[src/design/sfr_pkg.sv]
// Package for the stream find-and-replace block.
// Holds sizes, register indexes, shared types and the length clamp function.
// No dependencies.
package sfr_pkg;

   localparam int MAX_STRING_BYTES = 16;
   localparam int WIN_DEPTH = (MAX_STRING_BYTES < 16) ? MAX_STRING_BYTES : 16;
   localparam int LEN_W = 5;
   localparam int REG_W = 64;
   localparam int ADDR_W = 3;

   localparam logic [ADDR_W-1:0] REG_PATTERN_LO = 3'd0;
   localparam logic [ADDR_W-1:0] REG_PATTERN_HI = 3'd1;
   localparam logic [ADDR_W-1:0] REG_PATTERN_LEN = 3'd2;
   localparam logic [ADDR_W-1:0] REG_REPL_LO = 3'd3;
   localparam logic [ADDR_W-1:0] REG_REPL_HI = 3'd4;
   localparam logic [ADDR_W-1:0] REG_REPL_LEN = 3'd5;

   typedef logic [WIN_DEPTH-1:0][7:0] byte_vec_type;

   typedef struct packed {
      byte_vec_type     pattern;
      logic [LEN_W-1:0] pattern_len;
      byte_vec_type     repl;
      logic [LEN_W-1:0] repl_len;
   } cfg_type;

   typedef struct packed {
      byte_vec_type     bytes;
      logic [LEN_W-1:0] count;
      logic             last;
   } burst_type;

   // 0 acts as 1, anything above the window depth acts as the depth
   function automatic logic [LEN_W-1:0] eff_len(input logic [LEN_W-1:0] v);
      logic [LEN_W-1:0] r;
      if (v == '0) begin
         r = LEN_W'(1);
      end else if (v > LEN_W'(WIN_DEPTH)) begin
         r = LEN_W'(WIN_DEPTH);
      end else begin
         r = v;
      end
      return r;
   endfunction

endpackage

[src/design/sfr_csr.sv]
// Configuration registers of the stream find-and-replace block.
// Depends on sfr_pkg; presents clamped lengths and byte vectors.
module sfr_csr
   import sfr_pkg::*;
(
   input  logic              clock,
   input  logic              reset,
   input  logic              csr_we,
   input  logic [ADDR_W-1:0] csr_addr,
   input  logic [REG_W-1:0]  csr_wdata,
   output cfg_type           cfg
);

   logic [REG_W-1:0] pat_lo_ff, pat_hi_ff, repl_lo_ff, repl_hi_ff;
   logic [LEN_W-1:0] pat_len_ff, repl_len_ff;
   logic [2*REG_W-1:0] pat_all, repl_all;

   always_ff @(posedge clock) begin
      if (reset) begin
         pat_lo_ff   <= '0;
         pat_hi_ff   <= '0;
         pat_len_ff  <= LEN_W'(1);
         repl_lo_ff  <= '0;
         repl_hi_ff  <= '0;
         repl_len_ff <= LEN_W'(1);
      end else if (csr_we) begin
         unique case (csr_addr)
            REG_PATTERN_LO:  pat_lo_ff   <= csr_wdata;
            REG_PATTERN_HI:  pat_hi_ff   <= csr_wdata;
            REG_PATTERN_LEN: pat_len_ff  <= csr_wdata[LEN_W-1:0];
            REG_REPL_LO:     repl_lo_ff  <= csr_wdata;
            REG_REPL_HI:     repl_hi_ff  <= csr_wdata;
            REG_REPL_LEN:    repl_len_ff <= csr_wdata[LEN_W-1:0];
            default: ;
         endcase
      end
   end

   assign pat_all  = {pat_hi_ff, pat_lo_ff};
   assign repl_all = {repl_hi_ff, repl_lo_ff};

   always_comb begin
      for (int i = 0; i < WIN_DEPTH; i++) begin
         cfg.pattern[i] = pat_all[8*i +: 8];
         cfg.repl[i]    = repl_all[8*i +: 8];
      end
      cfg.pattern_len = eff_len(pat_len_ff);
      cfg.repl_len    = eff_len(repl_len_ff);
   end

endmodule

[src/design/sfr_step.sv]
// Sliding match window and per-item compare for stream find-and-replace.
// Depends on sfr_pkg; produces the result burst for each accepted item.
module sfr_step
   import sfr_pkg::*;
(
   input  logic      clock,
   input  logic      reset,
   input  logic      accept,
   input  logic [7:0] data_byte,
   input  logic      end_of_stream,
   input  cfg_type   cfg,
   output burst_type burst
);

   byte_vec_type     window_ff, window_in;
   logic [LEN_W-1:0] fill_ff, fill_in;

   byte_vec_type     w1, w2;
   logic [LEN_W-1:0] drop, fill1, fill2;
   logic             full, hit;
   logic [WIN_DEPTH-1:0] byte_ok;

   always_comb begin
      // trim excess bytes left by a shortened pattern
      if (fill_ff >= cfg.pattern_len) begin
         drop  = fill_ff - cfg.pattern_len + LEN_W'(1);
         fill1 = cfg.pattern_len - LEN_W'(1);
      end else begin
         drop  = '0;
         fill1 = fill_ff;
      end
      w1 = window_ff >> {drop, 3'b000};

      for (int i = 0; i < WIN_DEPTH; i++) begin
         w2[i] = (LEN_W'(i) == fill1) ? data_byte : w1[i];
         byte_ok[i] = (LEN_W'(i) >= cfg.pattern_len) || (w2[i] == cfg.pattern[i]);
      end
      fill2 = fill1 + LEN_W'(1);
      full  = (fill2 == cfg.pattern_len);
      hit   = full && (&byte_ok);

      burst.last = end_of_stream;
      if (hit) begin
         burst.bytes = cfg.repl;
         burst.count = cfg.repl_len;
      end else begin
         burst.bytes = w2;
         if (end_of_stream) begin
            burst.count = fill2;
         end else begin
            burst.count = full ? LEN_W'(1) : '0;
         end
      end

      window_in = w2;
      fill_in   = fill2;
      if (hit || end_of_stream) begin
         fill_in = '0;
      end else if (full) begin
         window_in = w2 >> 8;
         fill_in   = cfg.pattern_len - LEN_W'(1);
      end
   end

   always_ff @(posedge clock) begin
      if (reset) begin
         fill_ff <= '0;
      end else if (accept) begin
         fill_ff <= fill_in;
      end
   end

   always_ff @(posedge clock) begin
      if (accept) begin
         window_ff <= window_in;
      end
   end

endmodule

[src/design/sfr_burst.sv]
// Result register of stream find-and-replace: shifts a burst out one byte per item.
// Depends on sfr_pkg; flags the final byte of a burst that ends a stream.
module sfr_burst
   import sfr_pkg::*;
(
   input  logic      clock,
   input  logic      reset,
   input  logic      load,
   input  burst_type burst,
   output logic      take_ready,
   output logic      rsp_tvalid,
   input  logic      rsp_tready,
   output logic [7:0] rsp_tdata,
   output logic      rsp_tlast
);

   byte_vec_type     bytes_ff, bytes_in;
   logic [LEN_W-1:0] count_ff, count_in;
   logic             last_ff, last_in;
   logic             pop;

   assign pop        = (count_ff != '0) && rsp_tready;
   assign take_ready = (count_ff == '0) || ((count_ff == LEN_W'(1)) && rsp_tready);

   always_comb begin
      bytes_in = bytes_ff;
      count_in = count_ff;
      last_in  = last_ff;
      if (load) begin
         bytes_in = burst.bytes;
         count_in = burst.count;
         last_in  = burst.last;
      end else if (pop) begin
         bytes_in = bytes_ff >> 8;
         count_in = count_ff - LEN_W'(1);
      end
   end

   always_ff @(posedge clock) begin
      if (reset) begin
         count_ff <= '0;
         last_ff  <= 1'b0;
      end else begin
         count_ff <= count_in;
         last_ff  <= last_in;
      end
   end

   always_ff @(posedge clock) begin
      bytes_ff <= bytes_in;
   end

   assign rsp_tvalid = (count_ff != '0);
   assign rsp_tdata  = bytes_ff[0];
   assign rsp_tlast  = last_ff && (count_ff == LEN_W'(1));

endmodule

[src/design/stream_find_replace.sv]
// Stream find-and-replace: a byte stream in, the stream with every leftmost,
// non-overlapping match of a configured pattern replaced, one byte per item out.
// An item is taken in every cycle as long as each item yields at most one result
// byte and the result side is ready; an item that completes a match yields
// replacement_length bytes and one that ends a stream flushes the window, and either
// holds the input while the single result shift register drains. The first result
// byte of an item appears in the cycle after it is taken. Lengths of 0 act as 1 and
// lengths above 16 act as 16. Configuration must be written only while the block is
// idle; it is not enforced. Depends on sfr_pkg, sfr_csr, sfr_step and sfr_burst.
module stream_find_replace
   import sfr_pkg::*;
(
   input  logic              clock,
   input  logic              reset,
   input  logic              req_tvalid,
   output logic              req_tready,
   input  logic [7:0]        req_tdata,   // [7:0] data_byte
   input  logic              req_tlast,   // end_of_stream
   output logic              rsp_tvalid,
   input  logic              rsp_tready,
   output logic [7:0]        rsp_tdata,   // [7:0] out_byte
   output logic              rsp_tlast,   // out_last
   input  logic              csr_we,
   input  logic [ADDR_W-1:0] csr_addr,
   input  logic [REG_W-1:0]  csr_wdata
);

   cfg_type   cfg;
   burst_type burst;
   logic      accept;
   logic      take_ready;

   assign req_tready = take_ready;
   assign accept     = req_tvalid && take_ready;

   sfr_csr u_csr (
      .clock     (clock),
      .reset     (reset),
      .csr_we    (csr_we),
      .csr_addr  (csr_addr),
      .csr_wdata (csr_wdata),
      .cfg       (cfg)
   );

   sfr_step u_step (
      .clock         (clock),
      .reset         (reset),
      .accept        (accept),
      .data_byte     (req_tdata),
      .end_of_stream (req_tlast),
      .cfg           (cfg),
      .burst         (burst)
   );

   sfr_burst u_burst (
      .clock      (clock),
      .reset      (reset),
      .load       (accept),
      .burst      (burst),
      .take_ready (take_ready),
      .rsp_tvalid (rsp_tvalid),
      .rsp_tready (rsp_tready),
      .rsp_tdata  (rsp_tdata),
      .rsp_tlast  (rsp_tlast)
   );

endmodule

[config.mk]
export PLATFORM = sky130hd
export DESIGN_NAME = stream_find_replace
export DESIGN_NICKNAME = d
export VERILOG_FILES = /design/src/design/sfr_pkg.sv /design/src/design/sfr_csr.sv /design/src/design/sfr_step.sv /design/src/design/sfr_burst.sv /design/src/design/stream_find_replace.sv
export SDC_FILE = /design/constraint.sdc
export NUM_CORES = 2
export LEC_CHECK = 0
export BUFFER_PORTS_ARGS = -buffer_cell sky130_fd_sc_hd__buf_2
export CAP_MARGIN = 15
export CORE_UTILIZATION = 29
export CTS_CLUSTER_SIZE = 10
export DETAILED_ROUTE_END_ITERATION = 6
export PLACE_DENSITY_LB_ADDON = 0.05
export SETUP_SLACK_MARGIN = 0.4
export SYNTH_ARGS = -nofsm -noshare
export SYNTH_HDL_FRONTEND = slang
export SYNTH_SLANG_ARGS = --single-unit
[constraint.sdc]
create_clock -name clock -period 10.3 [get_ports clock]
set_input_delay 2.06 -clock clock [delete_from_list [all_inputs] [get_ports clock]]
set_output_delay 2.06 -clock clock [all_outputs]
set_load 0.005 [all_outputs]
Word level (Yosys, flattened, before mapping)
Cells that the tools add are included.
- $add $sub $neg: 5
- reduce and logical (&&, ||, !) cells: 37
- muxes and demuxes: 33
- shifts and indexed selects: 1
- magnitude comparators: 19
- equality and inequality tests: 38
- operator list (cell ; count):
    128-bit two-way mux ; 4
    133-bit two-way mux ; 1
    8-bit == test ; 16
    8-bit two-way mux ; 16
    128-bit by 8-bit >> shifter with 128-bit output ; 1
    5-bit two-way mux ; 11
    4-bit by 5-bit == test with 1-bit output (first input constant) ; 8
    4-bit by 5-bit greater-or-equal comparator with 1-bit output (first input constant) ; 8
    3-bit by 5-bit == test with 1-bit output (first input constant) ; 4
    3-bit by 5-bit greater-or-equal comparator with 1-bit output (first input constant) ; 4
    5-bit logical NOT ; 4
    1-bit logical OR ; 18
    16-bit AND reduction ; 1
    2-bit AND reduction ; 6
    5-bit by 1-bit adder with 5-bit output (second input constant) ; 2
    2-bit by 5-bit == test with 1-bit output (first input constant) ; 2
    1-bit by 5-bit greater-or-equal comparator with 1-bit output (first input constant) ; 2
    2-bit by 5-bit greater-or-equal comparator with 1-bit output (first input constant) ; 2
    5-bit > comparator (second input constant) ; 2
    5-bit by 1-bit subtractor with 5-bit output (second input constant) ; 2
    3-bit by 2-bit == test with 1-bit output (second input constant) ; 2
    3-bit == test (second input constant) ; 2
    1-bit by 5-bit == test with 1-bit output (first input constant) ; 1
    5-bit by 1-bit == test with 1-bit output (second input constant) ; 1
    other kinds (9) ; 13
- logic and storage cells: 174
- register bits after elaboration: 533
- output and inout bits: 11

Depth between registers and ports, before layout
- depth after elaboration: 14
- gate-level depth with buffers: 33
- mapped depth without buffers: 23

Cells and area by module
Synthesis repeated with hierarchy kept, for this count alone.
- cell total of the unflattened synthesis: 3872
- area total of the unflattened synthesis: 36650.2 um^2
- modules (own cells, without submodules) (module ; instances ; cells each ; seq. area each (um^2) ; area each (um^2)):
    sfr_step ; 1 ; 2593 ; 3943.8 ; 20338.3
    sfr_csr ; 1 ; 951 ; 5325.1 ; 10526.3
    sfr_burst ; 1 ; 327 ; 3963.8 ; 5779.3
    stream_find_replace ; 1 ; 1 ; 0.0 ; 6.3

Least setup slack after synthesis
OpenSTA, ideal clock, no wires.
- path kind: flip-flop to flip-flop
- start point: register u_csr.pat_len_ff[2]
- end point: register u_burst.bytes_ff, in the netlist u_burst.rsp_tdata[7] (data pin)
- data arrival time: 6.874 ns
- clock period less this slack: 7.334 ns
- required time: 9.840 ns
- slack: 2.966 ns
- cell stages (with the launch flop): 33
- setup time: 0.460 ns
- cell sequence: dfxtp_1 > clkbuf_1 > nor3_1 > o21ai_1 > inv_1 > ha_1 > nand2b_1 > a211oi_4 > buf_4 > buf_2 > buf_2 > buf_2 > o21ai_0 > and2_1 > inv_1 > ha_1 > clkbuf_1 > nor4b_1 > a22oi_1 > nor3_1 > a311oi_4 > o311a_1 > mux2i_1 > o2111ai_1 > nor4_1 > a32oi_1 > or4_4 > or4_1 > buf_2 > buf_6 > buf_6 > o21ai_1 > a31oi_1
- RTL lines (what ; line ; source):
    start: declaration ; sfr_csr.sv:15 ; logic [LEN_W-1:0] pat_len_ff, repl_len_ff;
    start signal: assignment ; sfr_csr.sv:30 ; REG_PATTERN_LEN: pat_len_ff <= csr_wdata[LEN_W-1:0];
    end signal: assignment ; sfr_burst.sv:50 ; bytes_ff <= bytes_in;
    end: declaration ; sfr_burst.sv:17 ; byte_vec_type bytes_ff, bytes_in;

==> flow_metrics.env <==
export IMPL_outcome="finished clean"
export IMPL_rsz0062_at_grt="false"
export IMPL_ys_flop_type="dfxtp_1"
export IMPL_r2r_start="u_csr.pat_len_ff[4]"
export IMPL_crit_path_max_incr_delay_ps=910
export IMPL_multiInputGateArea_sq_um=20200
export IMPL_grt_pass1_wl_um=303000
export IMPL_slew_headroom_pct=13.1
export IMPL_gp_congestion=1.05
export IMPL_rr_endpoint="u_burst.bytes_ff[35]"
export IMPL_antenna_found_initial=10
export IMPL_r2r_setup_slack_ps=830
export IMPL_power_density_nw_per_um2=440
export IMPL_synthTopCellsByArea="edfxtp_1, dfxtp_1, nand2_1"
export IMPL_fill_cells=12800
export IMPL_report_final_setup_viol=0
export IMPL_via_per_inst=6.18
export IMPL_tightest_slew_ps=1300
export IMPL_regArea_sq_um=13200
export IMPL_nets=4492
export IMPL_synth_async_reset_ratio_pct=0
export IMPL_synthesis_nets=4459
export IMPL_die_height_um=351
export IMPL_dpl_hpwl_um=167000
export IMPL_mappedNetlistArea_sq_um=35300
export IMPL_worstPathRequired_ps=10830
export IMPL_synth_commonest_cells="nand2_1, a21oi_1, dfxtp_1"
export IMPL_synth_cells=4355
export IMPL_drv_slew=0
export IMPL_vias=37400
export IMPL_ys_seq_area_share_pct=37.5
export IMPL_io_pins=92
export IMPL_crit_top_cell="buf_4"
export IMPL_hold_path_end="u_csr.repl_lo_ff[19]"
export IMPL_worst_setup_path_end_kind="register"
export IMPL_wl_per_cell_um=37.0
export IMPL_root_buffer="clkbuf_16"
export IMPL_hold_viol=0
export IMPL_globalRoute_busiestLayer="met2"
export IMPL_ctsResizeCount=0
export IMPL_met3_usage_pct=8.15
export IMPL_ir_worst_vdd_v=0.000404
export IMPL_cts_sinks=533
export IMPL_worstPathArrival_ps=10000
export IMPL_synth_edff_count=256
export IMPL_fin_skew_ps=51.2
export IMPL_insertion_delay_ps=680
export IMPL_grt_max_degree=131
export IMPL_start_kind="register"
export IMPL_core_sq_um=120000
export IMPL_area_growth_pct=15.6
export IMPL_grt_usage_pct=35.5
export IMPL_slowest_stage="ha_1"
export IMPL_die_w_um=351
export IMPL_crit_type="reg -> reg"
export IMPL_drtAntennaViolNets=0
export IMPL_portBuffers=91
export IMPL_tns_ps=0
export IMPL_overflow=0
export IMPL_fmax_mhz=106
export IMPL_synth_most_common_cell="nand2_1"
export IMPL_yosys_warnings=0
export IMPL_hold_class="reg -> reg"
export IMPL_synth_cell_types=104
export IMPL_period_share_pct=92.0
export IMPL_clk_path_buf_depth=3
export IMPL_clk_pin_slew_worst_paths_ps=60
export IMPL_crit_fanout=21
export IMPL_first_pass_iters=7
export IMPL_die_area_sq_um=123000
export IMPL_gr_usage_met1_pct=49.0
export IMPL_ys_ff_latch=533
export IMPL_synth_top_area_share_pct=21.8
export IMPL_start_util_pct=29.4
export IMPL_htreeDepth=3
export IMPL_leakagePower_nw=14.3
export IMPL_synth_top_cell_by_area="edfxtp_1"
export IMPL_grt_util_met2_pct=51.1
export IMPL_worstHoldPathCells=2
export IMPL_hold_start="u_csr.repl_lo_ff[19]"
export IMPL_maxCapViolCount=0
export IMPL_cts_tree="yes"
export IMPL_drc=0
export IMPL_routed_wl_um=224000
export IMPL_cts_hold_buf=0
export IMPL_crit_start="u_csr.pat_len_ff[4]"
export IMPL_post_cts_buffers=0
export IMPL_rows=127
export IMPL_final_layout_size_suffix_gt1_share_pct=12.2
export IMPL_cts_buffers_inserted=71
export IMPL_drt_iter0_markers=4549
export IMPL_final_cells=6059
export IMPL_syn_avg_cell_area_sq_um=8.11
export IMPL_post_place_cells=5927
export IMPL_rr_worst_depth=29
export IMPL_grt_pass1_vias=35000
export IMPL_fin_crit_ps=9470
## state kept, by name, summed over array words and instances (netlist names), 5 cells and up
name               count
u_burst.bytes_ff     120
u_burst.count_ff       5
u_burst.rsp_tdata      8
u_csr.pat_hi_ff       64
u_csr.pat_len_ff       5
u_csr.pat_lo_ff       64
u_csr.repl_hi_ff      64
u_csr.repl_len_ff      5
u_csr.repl_lo_ff      64
u_step.fill_ff         5
u_step.window_ff     128
## per-stage QoR
stage / setup WS, ps / power, mW / utilization (%) / instance area, sq um / hold WS (ps)
2_1_floorplan: 2970 / 9.41 / - / 35300 / 432
3_3_place_gp: 1360 / 15.0 / 32.0 / 38500 / 444
3_5_place_dp: 1310 / 14.9 / 32.0 / 38500 / 447
4_1_cts: 1280 / 17.5 / 33.9 / 40800 / 454
5_1_grt: 525 / 18.3 / 33.9 / 40800 / 468
6_report: 828 / 17.9 / 33.9 / 40800 / 452
## placed cells by master, fill, tap and decap left out, types with 16 or more instances in the layout
master,n
nand2_1,927
a21oi_1,443
dfxtp_1,277
mux2i_1,275
nor2_1,261
edfxtp_1,256
buf_4,233
nor3_1,170
o21ai_0,136
buf_2,91
a221o_1,87
clkbuf_16,75
inv_1,72
o211ai_1,71
a211oi_1,57
nand3_1,56
o22ai_1,53
a32oi_1,48
xnor2_1,43
a31oi_1,39
a22oi_1,39
nor4_1,37
clkbuf_1,33
a21boi_0,28
o31ai_1,27
mux2_2,26
and2_1,25
xor2_1,25
nand2b_1,24
buf_12,24
o21ai_1,23
and3_1,23
o21a_1,22
a221oi_1,21
a2111oi_0,19
ha_1,19
nand4_1,18
o2111ai_1,16
a2bb2oi_1,16
## cell families (layout without fill, tap and decap cells)
| kind of cell | count (synthesis) | count (layout) | synth area share, % |
|---|---|---|---|
| muxes | 304 | 304 | 8.75 |
| DFF | 533 | 533 | 37.5 |
| xor gates and xnor gates | 68 | 68 | 1.69 |
| AOI/OAI and AO/OA | 1309 | 1309 | 25.3 |
| other | 0 | 1 | 0 |
| and+or+nand+nor | 1650 | 1650 | 20.3 |
| buffers and inverters | 468 | 559 | 5.64 |
| adders and majority gates | 23 | 23 | 0.857 |
## critical path, delay by kind of cell, from the launching register on
kind	cells	cell delay [ps]
buffers and inverters	9	2070
multiplexers	1	170
flip-flops	1	630
adder cells (fa/ha/maj)	3	1880
AND/OR/NAND/NOR	8	2470
AO/OA/AOI/OAI	8	2060
## area by class of cell
cell class | count | area share, %
Inverter | 79 | 0.757
Clock buffer | 118 | 5.24
Antenna cell | 1 | 0.00613
Tap cell | 1612 | 4.94
Clock inverter | 13 | 0.484
Timing Repair Buffer | 349 | 6.61
Sequential cell | 533 | 32.4
Multi-Input combinational cell | 3354 | 49.6
## where the power goes
group | switching [mW] | internal (mW) | total, mW
registers | 0.756 | 3.33 | 4.08
clock network | 1.08 | 1.46 | 2.54
logic | 8.06 | 3.27 | 11.3
## layer usage
metal  wire length (um)  up-vias
li1                   -    16100
met1              97900    18900
met2              92200     1990
met3              20500      445
met4              13300        8
met5                 46        -
## how the worst max path moves through the flow
stage,endpoint,slack (ps),cells after the start
after floorplan,u_burst.rsp_tdata[7],2970,32
after global placement,u_burst.bytes_ff[35],1360,26
after detailed placement,u_burst.bytes_ff[35],1310,29
after CTS,u_burst.bytes_ff[35],1280,29
after global routing,u_burst.bytes_ff[35],530,26
final,u_burst.bytes_ff[35],830,29
No activity file was read; power rests on OpenSTA's default activity.
